File: src/rtl/rbba_pkg.sv
package rbba_pkg;

  localparam int REG_W     = 13;
  localparam int BLK_W     = 12;
  localparam int OP_W      = 2;
  localparam int STAT_W    = 2;
  localparam int CFG_IDX_W = 2;

  localparam int NUM_BLOCKS_DEF = 4096;
  localparam int WORD_BITS_DEF  = 64;

  localparam logic [REG_W-1:0] TOTAL_BLOCKS_RST = 13'd2048;
  localparam logic [REG_W-1:0] META_START_RST   = 13'd2;
  localparam logic [REG_W-1:0] DATA_BASE_RST    = 13'd1024;

  localparam logic [CFG_IDX_W-1:0] CFG_TOTAL_BLOCKS = 2'd0;
  localparam logic [CFG_IDX_W-1:0] CFG_META_START   = 2'd1;
  localparam logic [CFG_IDX_W-1:0] CFG_DATA_BASE    = 2'd2;

  localparam logic [OP_W-1:0] OP_ALLOC_META = 2'd0;
  localparam logic [OP_W-1:0] OP_ALLOC_DATA = 2'd1;
  localparam logic [OP_W-1:0] OP_ALLOC_ANY  = 2'd2;
  localparam logic [OP_W-1:0] OP_FREE       = 2'd3;

  localparam logic [STAT_W-1:0] ST_OK       = 2'd0;
  localparam logic [STAT_W-1:0] ST_NO_FREE  = 2'd1;
  localparam logic [STAT_W-1:0] ST_RANGE    = 2'd2;

  typedef struct packed {
    logic [REG_W-1:0] total_blocks;
    logic [REG_W-1:0] meta_start;
    logic [REG_W-1:0] data_base;
  } cfg_regs_t;

endpackage

File: src/rtl/region_bitmap_block_allocator.sv
// First-fit block allocator over a used/free bitmap held in a single-port-read
// RAM of NUM_BLOCKS/WORD_BITS words. Raise start with in_op/in_block_number
// while busy is low; the item is taken on that edge. Exactly one result comes
// back on out_valid, held for one cycle only: the receiver cannot stall, so it
// must sample out_granted_block/out_status whenever out_valid is high. A free
// goes through S_PREP, S_DIV1 to S_DIV3 and S_FREE_WR; an allocation through
// S_PREP and S_DIV1 to S_DIV4, then S_SCAN reads one bitmap word a cycle (the
// RAM read port delivers one word a cycle) until a free block or the region end;
// an empty region or an out-of-range free ends in S_DIV1. After reset the bitmap
// is cleared one word a cycle with busy high; cfg writes are taken throughout.
module region_bitmap_block_allocator #(
  parameter int NUM_BLOCKS = rbba_pkg::NUM_BLOCKS_DEF,
  parameter int WORD_BITS  = rbba_pkg::WORD_BITS_DEF
) (
  input  logic                            clk,
  input  logic                            rst_n,
  input  logic                            start,
  output logic                            busy,
  input  logic [rbba_pkg::OP_W-1:0]       in_op,
  input  logic [rbba_pkg::BLK_W-1:0]      in_block_number,
  output logic                            out_valid,
  output logic [rbba_pkg::BLK_W-1:0]      out_granted_block,
  output logic [rbba_pkg::STAT_W-1:0]     out_status,
  input  logic                            cfg_valid,
  output logic                            cfg_ready,
  input  logic [rbba_pkg::CFG_IDX_W-1:0]  cfg_index,
  input  logic [rbba_pkg::REG_W-1:0]      cfg_data
);

  import rbba_pkg::*;

  cfg_regs_t cfg_r, cfg_nxt;

  always_comb begin
    cfg_nxt = cfg_r;
    if (cfg_valid && cfg_ready) begin
      case (cfg_index)
        CFG_TOTAL_BLOCKS: cfg_nxt.total_blocks = cfg_data;
        CFG_META_START:   cfg_nxt.meta_start   = cfg_data;
        CFG_DATA_BASE:    cfg_nxt.data_base    = cfg_data;
        default:          cfg_nxt              = cfg_r;
      endcase
    end
  end

  always_ff @(posedge clk) begin
    if (!rst_n) begin
      cfg_r.total_blocks <= TOTAL_BLOCKS_RST;
      cfg_r.meta_start   <= META_START_RST;
      cfg_r.data_base    <= DATA_BASE_RST;
    end else begin
      cfg_r <= cfg_nxt;
    end
  end

  assign cfg_ready = 1'b1;

  rbba_ctrl #(.NUM_BLOCKS(NUM_BLOCKS), .WORD_BITS(WORD_BITS)) u_ctrl (
    .clk          (clk),
    .rst_n        (rst_n),
    .cfg          (cfg_r),
    .start        (start),
    .busy         (busy),
    .op           (in_op),
    .block_number (in_block_number),
    .res_valid    (out_valid),
    .res_block    (out_granted_block),
    .res_status   (out_status)
  );

endmodule

File: src/rtl/rbba_cdiv.sv
module rbba_cdiv #(
  parameter int VW      = 13,
  parameter int DIVISOR = 64,
  parameter int OFF_W   = 6
) (
  input  logic             clk,
  input  logic [VW-1:0]    din,
  output logic [VW-1:0]    quo,
  output logic [OFF_W-1:0] rem
);

  localparam logic [VW-1:0] RECIP = VW'((64'd1 << VW) / DIVISOR);
  localparam logic [VW-1:0] DIV_V = VW'(DIVISOR);

  logic [2*VW-1:0] prod_r;
  logic [VW-1:0]   v_r;
  logic [VW-1:0]   q0;
  logic [VW-1:0]   r0;
  logic [VW-1:0]   q_r;
  logic [OFF_W-1:0] r_r;

  // reciprocal estimate is low by at most one
  always_ff @(posedge clk) begin
    prod_r <= (2*VW)'(din) * (2*VW)'(RECIP);
    v_r    <= din;
  end

  always_comb begin
    q0 = prod_r[2*VW-1:VW];
    r0 = v_r - VW'(q0 * DIV_V);
  end

  always_ff @(posedge clk) begin
    if (r0 >= DIV_V) begin
      q_r <= q0 + 1'b1;
      r_r <= OFF_W'(r0 - DIV_V);
    end else begin
      q_r <= q0;
      r_r <= OFF_W'(r0);
    end
  end

  assign quo = q_r;
  assign rem = r_r;

endmodule

File: src/rtl/rbba_map.sv
module rbba_map #(
  parameter int WORDS = 64,
  parameter int WB    = 64,
  parameter int AW    = 6
) (
  input  logic          clk,
  input  logic          rd_en,
  input  logic [AW-1:0] rd_addr,
  output logic [WB-1:0] rd_data,
  input  logic          wr_en,
  input  logic [AW-1:0] wr_addr,
  input  logic [WB-1:0] wr_data
);

  logic [WB-1:0] mem [WORDS];
  logic [WB-1:0] rd_data_r;

  always_ff @(posedge clk) begin
    if (wr_en) begin
      mem[wr_addr] <= wr_data;
    end
  end

  always_ff @(posedge clk) begin
    if (rd_en) begin
      rd_data_r <= mem[rd_addr];
    end
  end

  assign rd_data = rd_data_r;

endmodule

File: src/rtl/rbba_ctrl.sv
module rbba_ctrl #(
  parameter int NUM_BLOCKS = rbba_pkg::NUM_BLOCKS_DEF,
  parameter int WORD_BITS  = rbba_pkg::WORD_BITS_DEF
) (
  input  logic                          clk,
  input  logic                          rst_n,
  input  rbba_pkg::cfg_regs_t           cfg,
  input  logic                          start,
  output logic                          busy,
  input  logic [rbba_pkg::OP_W-1:0]     op,
  input  logic [rbba_pkg::BLK_W-1:0]    block_number,
  output logic                          res_valid,
  output logic [rbba_pkg::BLK_W-1:0]    res_block,
  output logic [rbba_pkg::STAT_W-1:0]   res_status
);

  import rbba_pkg::*;

  localparam int MAP_WORDS = (NUM_BLOCKS + WORD_BITS - 1) / WORD_BITS;
  localparam int CNT_W     = $clog2(NUM_BLOCKS + 1);
  localparam int VW        = (CNT_W > REG_W) ? CNT_W : REG_W;
  localparam int WI_W      = (MAP_WORDS > 1) ? $clog2(MAP_WORDS) : 1;
  localparam int OFF_W     = (WORD_BITS > 1) ? $clog2(WORD_BITS) : 1;
  localparam logic [VW-1:0]   NB_V   = VW'(NUM_BLOCKS);
  localparam logic [VW-1:0]   WB_V   = VW'(WORD_BITS);
  localparam logic [WI_W-1:0] LAST_W = WI_W'(MAP_WORDS - 1);

  typedef enum logic [8:0] {
    S_CLEAR   = 9'b000000001,
    S_IDLE    = 9'b000000010,
    S_PREP    = 9'b000000100,
    S_DIV1    = 9'b000001000,
    S_DIV2    = 9'b000010000,
    S_DIV3    = 9'b000100000,
    S_DIV4    = 9'b001000000,
    S_SCAN    = 9'b010000000,
    S_FREE_WR = 9'b100000000
  } state_t;

  state_t              state_r, state_nxt;
  logic [OP_W-1:0]     op_r, op_nxt;
  logic [BLK_W-1:0]    bno_r, bno_nxt;
  logic [VW-1:0]       tot_r, tot_nxt;
  logic [VW-1:0]       lo_r, lo_nxt;
  logic [VW-1:0]       hi_r, hi_nxt;
  logic [VW-1:0]       base_r, base_nxt;
  logic [WI_W-1:0]     w_r, w_nxt;
  logic [WI_W-1:0]     w_end_r, w_end_nxt;
  logic [OFF_W-1:0]    off_lo_r, off_lo_nxt;
  logic [OFF_W-1:0]    off_hi_r, off_hi_nxt;
  logic                first_r, first_nxt;
  logic [WI_W-1:0]     clr_r, clr_nxt;
  logic                res_valid_r, res_valid_nxt;
  logic [BLK_W-1:0]    res_block_r, res_block_nxt;
  logic [STAT_W-1:0]   res_status_r, res_status_nxt;

  logic [VW-1:0]       tot_c, ms_c, ds_c, tb_ext, ms_ext, ds_ext;
  logic [VW-1:0]       div_in, div_q;
  logic [OFF_W-1:0]    div_r;
  logic                rd_en, wr_en;
  logic [WI_W-1:0]     rd_addr, wr_addr;
  logic [WORD_BITS-1:0] rd_data, wr_data, free_v;
  logic                hit;
  logic [OFF_W-1:0]    idx;
  logic [VW-1:0]       grant_sum;

  rbba_cdiv #(.VW(VW), .DIVISOR(WORD_BITS), .OFF_W(OFF_W)) u_div (
    .clk (clk),
    .din (div_in),
    .quo (div_q),
    .rem (div_r)
  );

  rbba_map #(.WORDS(MAP_WORDS), .WB(WORD_BITS), .AW(WI_W)) u_map (
    .clk     (clk),
    .rd_en   (rd_en),
    .rd_addr (rd_addr),
    .rd_data (rd_data),
    .wr_en   (wr_en),
    .wr_addr (wr_addr),
    .wr_data (wr_data)
  );

  always_comb begin
    tb_ext = VW'(cfg.total_blocks);
    ms_ext = VW'(cfg.meta_start);
    ds_ext = VW'(cfg.data_base);
    tot_c  = (tb_ext > NB_V) ? NB_V : tb_ext;
    ms_c   = (ms_ext > tot_c) ? tot_c : ms_ext;
    ds_c   = (ds_ext > tot_c) ? tot_c : ds_ext;
  end

  // free bits of the current word inside the region, lowest first
  always_comb begin
    for (int i = 0; i < WORD_BITS; i++) begin
      free_v[i] = !rd_data[i]
                  && (!first_r || OFF_W'(i) >= off_lo_r)
                  && (w_r != w_end_r || OFF_W'(i) <= off_hi_r);
    end
    hit = 1'b0;
    idx = '0;
    for (int i = WORD_BITS - 1; i >= 0; i--) begin
      if (free_v[i]) begin
        hit = 1'b1;
        idx = OFF_W'(i);
      end
    end
    grant_sum = base_r + VW'(idx);
  end

  always_comb begin
    state_nxt      = state_r;
    op_nxt         = op_r;
    bno_nxt        = bno_r;
    tot_nxt        = tot_r;
    lo_nxt         = lo_r;
    hi_nxt         = hi_r;
    base_nxt       = base_r;
    w_nxt          = w_r;
    w_end_nxt      = w_end_r;
    off_lo_nxt     = off_lo_r;
    off_hi_nxt     = off_hi_r;
    first_nxt      = first_r;
    clr_nxt        = clr_r;
    res_valid_nxt  = 1'b0;
    res_block_nxt  = res_block_r;
    res_status_nxt = res_status_r;
    div_in         = lo_r;
    rd_en          = 1'b0;
    rd_addr        = w_r;
    wr_en          = 1'b0;
    wr_addr        = w_r;
    wr_data        = rd_data;

    case (state_r)
      S_CLEAR: begin
        wr_en   = 1'b1;
        wr_addr = clr_r;
        wr_data = '0;
        clr_nxt = clr_r + 1'b1;
        if (clr_r == LAST_W) begin
          state_nxt = S_IDLE;
        end
      end
      S_IDLE: begin
        if (start) begin
          op_nxt    = op;
          bno_nxt   = block_number;
          state_nxt = S_PREP;
        end
      end
      S_PREP: begin
        tot_nxt = tot_c;
        case (op_r)
          OP_ALLOC_META: begin
            lo_nxt = ms_c;
            hi_nxt = ds_c;
          end
          OP_ALLOC_DATA: begin
            lo_nxt = ds_c;
            hi_nxt = tot_c;
          end
          default: begin
            lo_nxt = '0;
            hi_nxt = tot_c;
          end
        endcase
        state_nxt = S_DIV1;
      end
      S_DIV1: begin
        div_in    = (op_r == OP_FREE) ? VW'(bno_r) : lo_r;
        state_nxt = S_DIV2;
        if (op_r == OP_FREE) begin
          if (VW'(bno_r) >= tot_r) begin
            res_valid_nxt  = 1'b1;
            res_block_nxt  = '0;
            res_status_nxt = ST_RANGE;
            state_nxt      = S_IDLE;
          end
        end else if (lo_r >= hi_r) begin
          res_valid_nxt  = 1'b1;
          res_block_nxt  = '0;
          res_status_nxt = ST_NO_FREE;
          state_nxt      = S_IDLE;
        end
      end
      S_DIV2: begin
        div_in    = hi_r - 1'b1;
        state_nxt = S_DIV3;
      end
      S_DIV3: begin
        w_nxt      = div_q[WI_W-1:0];
        off_lo_nxt = div_r;
        base_nxt   = lo_r - VW'(div_r);
        if (op_r == OP_FREE) begin
          rd_en     = 1'b1;
          rd_addr   = div_q[WI_W-1:0];
          state_nxt = S_FREE_WR;
        end else begin
          state_nxt = S_DIV4;
        end
      end
      S_DIV4: begin
        w_end_nxt  = div_q[WI_W-1:0];
        off_hi_nxt = div_r;
        first_nxt  = 1'b1;
        rd_en      = 1'b1;
        rd_addr    = w_r;
        state_nxt  = S_SCAN;
      end
      S_SCAN: begin
        if (hit) begin
          wr_en          = 1'b1;
          wr_data        = rd_data | (WORD_BITS'(1) << idx);
          res_valid_nxt  = 1'b1;
          res_block_nxt  = grant_sum[BLK_W-1:0];
          res_status_nxt = ST_OK;
          state_nxt      = S_IDLE;
        end else if (w_r == w_end_r) begin
          res_valid_nxt  = 1'b1;
          res_block_nxt  = '0;
          res_status_nxt = ST_NO_FREE;
          state_nxt      = S_IDLE;
        end else begin
          rd_en     = 1'b1;
          rd_addr   = w_r + 1'b1;
          w_nxt     = w_r + 1'b1;
          base_nxt  = base_r + WB_V;
          first_nxt = 1'b0;
        end
      end
      S_FREE_WR: begin
        wr_en          = 1'b1;
        wr_data        = rd_data & ~(WORD_BITS'(1) << off_lo_r);
        res_valid_nxt  = 1'b1;
        res_block_nxt  = '0;
        res_status_nxt = ST_OK;
        state_nxt      = S_IDLE;
      end
      default: begin
        state_nxt = S_IDLE;
      end
    endcase
  end

  always_ff @(posedge clk) begin
    if (!rst_n) begin
      state_r     <= S_CLEAR;
      clr_r       <= '0;
      res_valid_r <= 1'b0;
    end else begin
      state_r     <= state_nxt;
      clr_r       <= clr_nxt;
      res_valid_r <= res_valid_nxt;
    end
  end

  always_ff @(posedge clk) begin
    op_r         <= op_nxt;
    bno_r        <= bno_nxt;
    tot_r        <= tot_nxt;
    lo_r         <= lo_nxt;
    hi_r         <= hi_nxt;
    base_r       <= base_nxt;
    w_r          <= w_nxt;
    w_end_r      <= w_end_nxt;
    off_lo_r     <= off_lo_nxt;
    off_hi_r     <= off_hi_nxt;
    first_r      <= first_nxt;
    res_block_r  <= res_block_nxt;
    res_status_r <= res_status_nxt;
  end

  assign busy       = (state_r != S_IDLE);
  assign res_valid  = res_valid_r;
  assign res_block  = res_block_r;
  assign res_status = res_status_r;

endmodule

File: config.mk
export PLATFORM = sky130hd
export DESIGN_NAME = region_bitmap_block_allocator
export DESIGN_NICKNAME = d
export VERILOG_FILES = /design/src/rtl/rbba_pkg.sv /design/src/rtl/region_bitmap_block_allocator.sv /design/src/rtl/rbba_cdiv.sv /design/src/rtl/rbba_map.sv /design/src/rtl/rbba_ctrl.sv
export SDC_FILE = /design/constraint.sdc
export NUM_CORES = 2
export LEC_CHECK = 0
export ABC_AREA = 1
export BUFFER_PORTS_ARGS = -buffer_cell sky130_fd_sc_hd__buf_2
export CAP_MARGIN = 25
export CORE_ASPECT_RATIO = 1.4
export CORE_MARGIN = 2
export CORE_UTILIZATION = 30
export DETAILED_ROUTE_END_ITERATION = 16
export PLACE_DENSITY = 0.43
export SYNTH_ARGS = -nofsm -noshare
export SYNTH_HDL_FRONTEND = slang
export SYNTH_SLANG_ARGS = --single-unit
File: constraint.sdc
create_clock -name clk -period 24.4 [get_ports clk]
set_input_delay 1.22 -clock clk [delete_from_list [all_inputs] [get_ports clk]]
set_output_delay 1.22 -clock clk [all_outputs]
set_load 0.02 [all_outputs]
==> results.py <==
metrics = {
    "power": {
        "clkPwrFrac_pct": 31.6,
        "vdd_drop_max_mv": 0.0787,
        "p_switching_uw": 6760,
        "p_seq_share_pct": 45.4,
        "leakage_uw": 0.0729,
        "power_density_nw_per_um2": 99.7,
        "p_int_uw": 14000,
        "combPwrFrac_pct": 23.1,
        "total_power_uw": 20800,
        "switching_share_pct": 32.5,
    },
    "finish": {
        "drive_above_1_share_pct": 12.8,
        "fin_cells": 22962,
        "fillers": 60825,
        "area_delta_synth_final_pct": 12.8,
        "nets": 14454,
        "finalInstanceArea_um2": 209000,
    },
    "route": {
        "drtIter0Drc": 10484,
        "vias": 117109,
        "detail_route.first_pass.iterations": 8,
        "wire_per_inst_um": 29.8,
        "vias_per_cell": 5.10,
        "route.detailed.drc": 0,
        "drt.antenna.violating_nets": 0,
        "drt_wl_total_mm": 684,
    },
    "setup_path": {
        "critPathCaptureType": "flip-flop",
        "ff2ff_setup_slack_ns": 14.91,
        "worstPathRequired_ns": 25.20,
        "worstSetupStartpointType": "flip-flop",
        "cpPeakStageDelay_ns": 0.76,
        "critical_path_class": "flip-flop to flip-flop",
        "slowest_stage": "edfxtp_1",
        "arrival_ns": 10.30,
        "path_max_fanout": 168,
        "rr_startpoint": "u_ctrl.off_lo_r[1]$_DFFE_PP_",
        "r2r_end": "u_ctrl.u_map.rd_data[47]$_DFFE_PP_",
        "crit_top_cell": "nand2_1",
        "crit_end": "u_ctrl.u_map.rd_data[47]$_DFFE_PP_",
        "rr_worst_depth": 30,
        "critPathLaunch": "u_ctrl.off_lo_r[1]$_DFFE_PP_",
    },
    "clock_tree": {
        "h-tree-depth": 5,
        "clk_latency_ns": 1.09,
        "cts_root_buffer": "clkbuf_16",
        "path_clk_slew_ns": 0.07,
        "cts_buffers": 436,
        "clock_path_buffers": 4,
        "cts_tree": "built",
        "hold_buffers": 0,
        "numClockSinks": 4343,
        "cts-resized-gates": 0,
        "post_cts_buffers": 0,
    },
    "flow_run": {
        "cap_violations": 0,
    },
    "timing": {
        "fin_crit_ns": 9.49,
        "drv_slew": 0,
        "setup_viol": 0,
        "final_hold_viol_count": 0,
        "fin_crit_sh_pct": 38.9,
        "max_slew_margin_pct": 24.2,
        "tns_ns": 0,
        "max_slew.worst_pin.slew_ns": 1.14,
        "fin_worst_skew_ns": 0.0953,
        "fmax_ghz": 0.105,
        "rsz0062_at_grt": "false",
    },
    "global_route": {
        "grt_use_total_pct": 21.4,
        "grt_max_degree": 182,
        "grt_pass1_wl_mm": 943,
        "overflow": 0,
        "grt_pass1_vias": 115562,
        "antenna_found_initial": 17,
    },
    "floorplanning": {
        "dieArea_um2": 623000,
        "num_rows": 341,
        "coreArea_um2": 615000,
        "ioPinCount": 50,
        "initial_core_util_pct": 30.1,
        "dieHeight_um": 933,
        "die_x_um": 668,
    },
    "placed_design": {
        "gp_congestion": 0.945,
        "io_buffers": 48,
        "placed_area_um2": 195000,
        "dp_hpwl_mm": 377,
        "placed_cells": 22147,
    },
    "synthesis": {
        "synth-compound-area-share_pct": 5.78,
        "synth_top_area_share_pct": 69.2,
        "synth.most_common_cell": "edfxtp_1",
        "yosys_warnings": 0,
        "netlist_top_cells_count": "edfxtp_1 (4264), nand2_1 (2564), nand3_1 (2034), inv_1 (1358), o211ai_1 (1044)",
        "synth-seq-area-share_pct": 70.0,
        "synth_xor_area_share_pct": 0.0662,
        "yosys_register_bits": 4343,
        "synthFlopType": "edfxtp_1",
        "synth_edf_count": 4264,
        "synth_area_per_cell_um2": 12.9,
        "synth_nets": 14415,
        "async_flop_share_pct": 0,
        "synthSimpleGateAreaFrac_pct": 11.8,
        "yosys-top-cells-area": "edfxtp_1 (69%), nand3_1 (5.5%), nand2_1 (5.2%)",
        "syn_area_um2": 185000,
        "synthMuxAreaShare_pct": 6.23,
        "syn-instance-count": 14315,
        "synth_cell_types": 62,
        "synth_top_cell_by_area": "edfxtp_1",
        "synth_top_family_by_area": "simple AND/OR/NAND/NOR gates",
        "synth-adder-area-share_pct": 0.461,
    },
    "hold_path": {
        "hp-class": "flip-flop to flip-flop",
    },
    "run_status": {
        "status": "finished clean",
    },
}
[power groups by stage]
stage | combinational, uW | clock [uW] | sequential (uW)
2_1_floorplan | 2840 | 0 | 9660
3_3_place_gp | 4810 | 0 | 9590
3_5_place_dp | 4840 | 0 | 9600
4_1_cts | 4850 | 6700 | 9440
5_1_grt | 5160 | 6950 | 9470
6_report | 4800 | 6570 | 9440
[per-stage QoR]
stage	hold WS (ns)	setup slack, ns	util, %
5_1_grt	0.305	14.41	33.9
3_3_place_gp	0.312	15.19	31.7
2_1_floorplan	0.310	16.51	-
3_5_place_dp	0.312	15.06	31.7
4_1_cts	0.257	15.07	33.9
6_report	0.314	14.91	33.9
[critical path, delay by kind of cell, from the launching register on]
kind | cells | cell delay [ns]
DFF | 1 | 0.76
muxes | 1 | 0.41
and+or+nand+nor | 17 | 3.11
AOI/OAI and AO/OA | 4 | 0.49
buffers and inverters | 8 | 3.81
[metal layers]
metal	part of all wire, %	routed length (um)	vias up	global-route usage [%]
met5	0	0	-	0
met4	4.0	27500	0	7.59
met3	4.0	27400	909	2.01
met2	52	353000	3018	38.7
met1	40	276000	61384	26.3
li1	-	-	51798	-
[flip-flops by register name, summed over array words and instances, names as in the netlist, 6 cells and up]
register / cells
u_ctrl.bno_r: 12
u_ctrl.u_div.quo: 6
u_ctrl.u_div.rem: 6
u_ctrl.off_hi_r: 6
u_ctrl.res_block: 12
cfg_r: 39
u_ctrl.u_map.rd_data: 64
u_ctrl.u_map.mem: 4096
u_ctrl.clr_r: 6
u_ctrl.u_div.prod_r: 12
u_ctrl.base_r: 12
u_ctrl.off_lo_r: 6
u_ctrl.lo_r: 13
u_ctrl.state_r: 9
u_ctrl.w_r: 6
u_ctrl.tot_r: 13
u_ctrl.hi_r: 13
u_ctrl.w_end_r: 6
[how the worst min path moves through the flow]
| stage | from | to | depth (start not counted) |
|---|---|---|---|
| floorplan | u_ctrl.u_div.prod_r[13]$_DFF_P_ | u_ctrl.u_div.quo[0]$_DFF_P_ | 0 |
| global placement | u_ctrl.u_div.prod_r[8]$_DFF_P_ | u_ctrl.u_div.rem[1]$_DFF_P_ | 0 |
| CTS | in_block_number[4] | u_ctrl.bno_r[4]$_DFFE_PP_ | 1 |
| detailed placement | u_ctrl.u_div.prod_r[15]$_DFF_P_ | u_ctrl.u_div.quo[2]$_DFF_P_ | 0 |
| global route | in_op[0] | u_ctrl.op_r[0]$_DFFE_PP_ | 1 |
| finish | u_ctrl.u_div.prod_r[8]$_DFF_P_ | u_ctrl.u_div.rem[1]$_DFF_P_ | 0 |
[layout by cell type (no fill, tap or decap), types with 13 or more instances in the layout]
master / n
ha_1: 65
edfxtp_1: 4264
dfxtp_1: 79
bufinv_16: 23
buf_4: 358
buf_12: 40
nor3_1: 55
clkinv_2: 78
o21ai_0: 219
inv_2: 15
a21oi_1: 171
nor2_4: 78
inv_1: 1355
xor2_1: 13
buf_2: 48
clkinv_1: 146
nor4_1: 13
nand4_1: 23
a21oi_4: 44
mux2_2: 671
o211ai_1: 1044
nand2_1: 2558
nand3_1: 2030
nor2_1: 271
clkbuf_1: 96
clkbuf_16: 440
mux2_1: 353
[cell families after synthesis]
family | Yosys count
buffers and inverters | 2235
adder cells (fa/ha/maj) | 67
AO/OA/AOI/OAI | 1568
AND/OR/NAND/NOR | 5063
other | 1
flip-flops | 4343
multiplexers | 1024
XOR/XNOR | 14
[layout make-up]
type                            count  area [um2]  area share, %
Sequential cell                  4343      130000           62.1
Multi-Input combinational cell   7737       46200           22.1
Clock buffer                      536       11400           5.45
Tap cell                         8232       10300           4.93
Inverter                         1385        5240           2.51
Timing Repair Buffer              451        3850           1.84
Clock inverter                    271        2120           1.02
Antenna cell                        7        17.5        0.00839
Power figures use the tool's default switching activity.
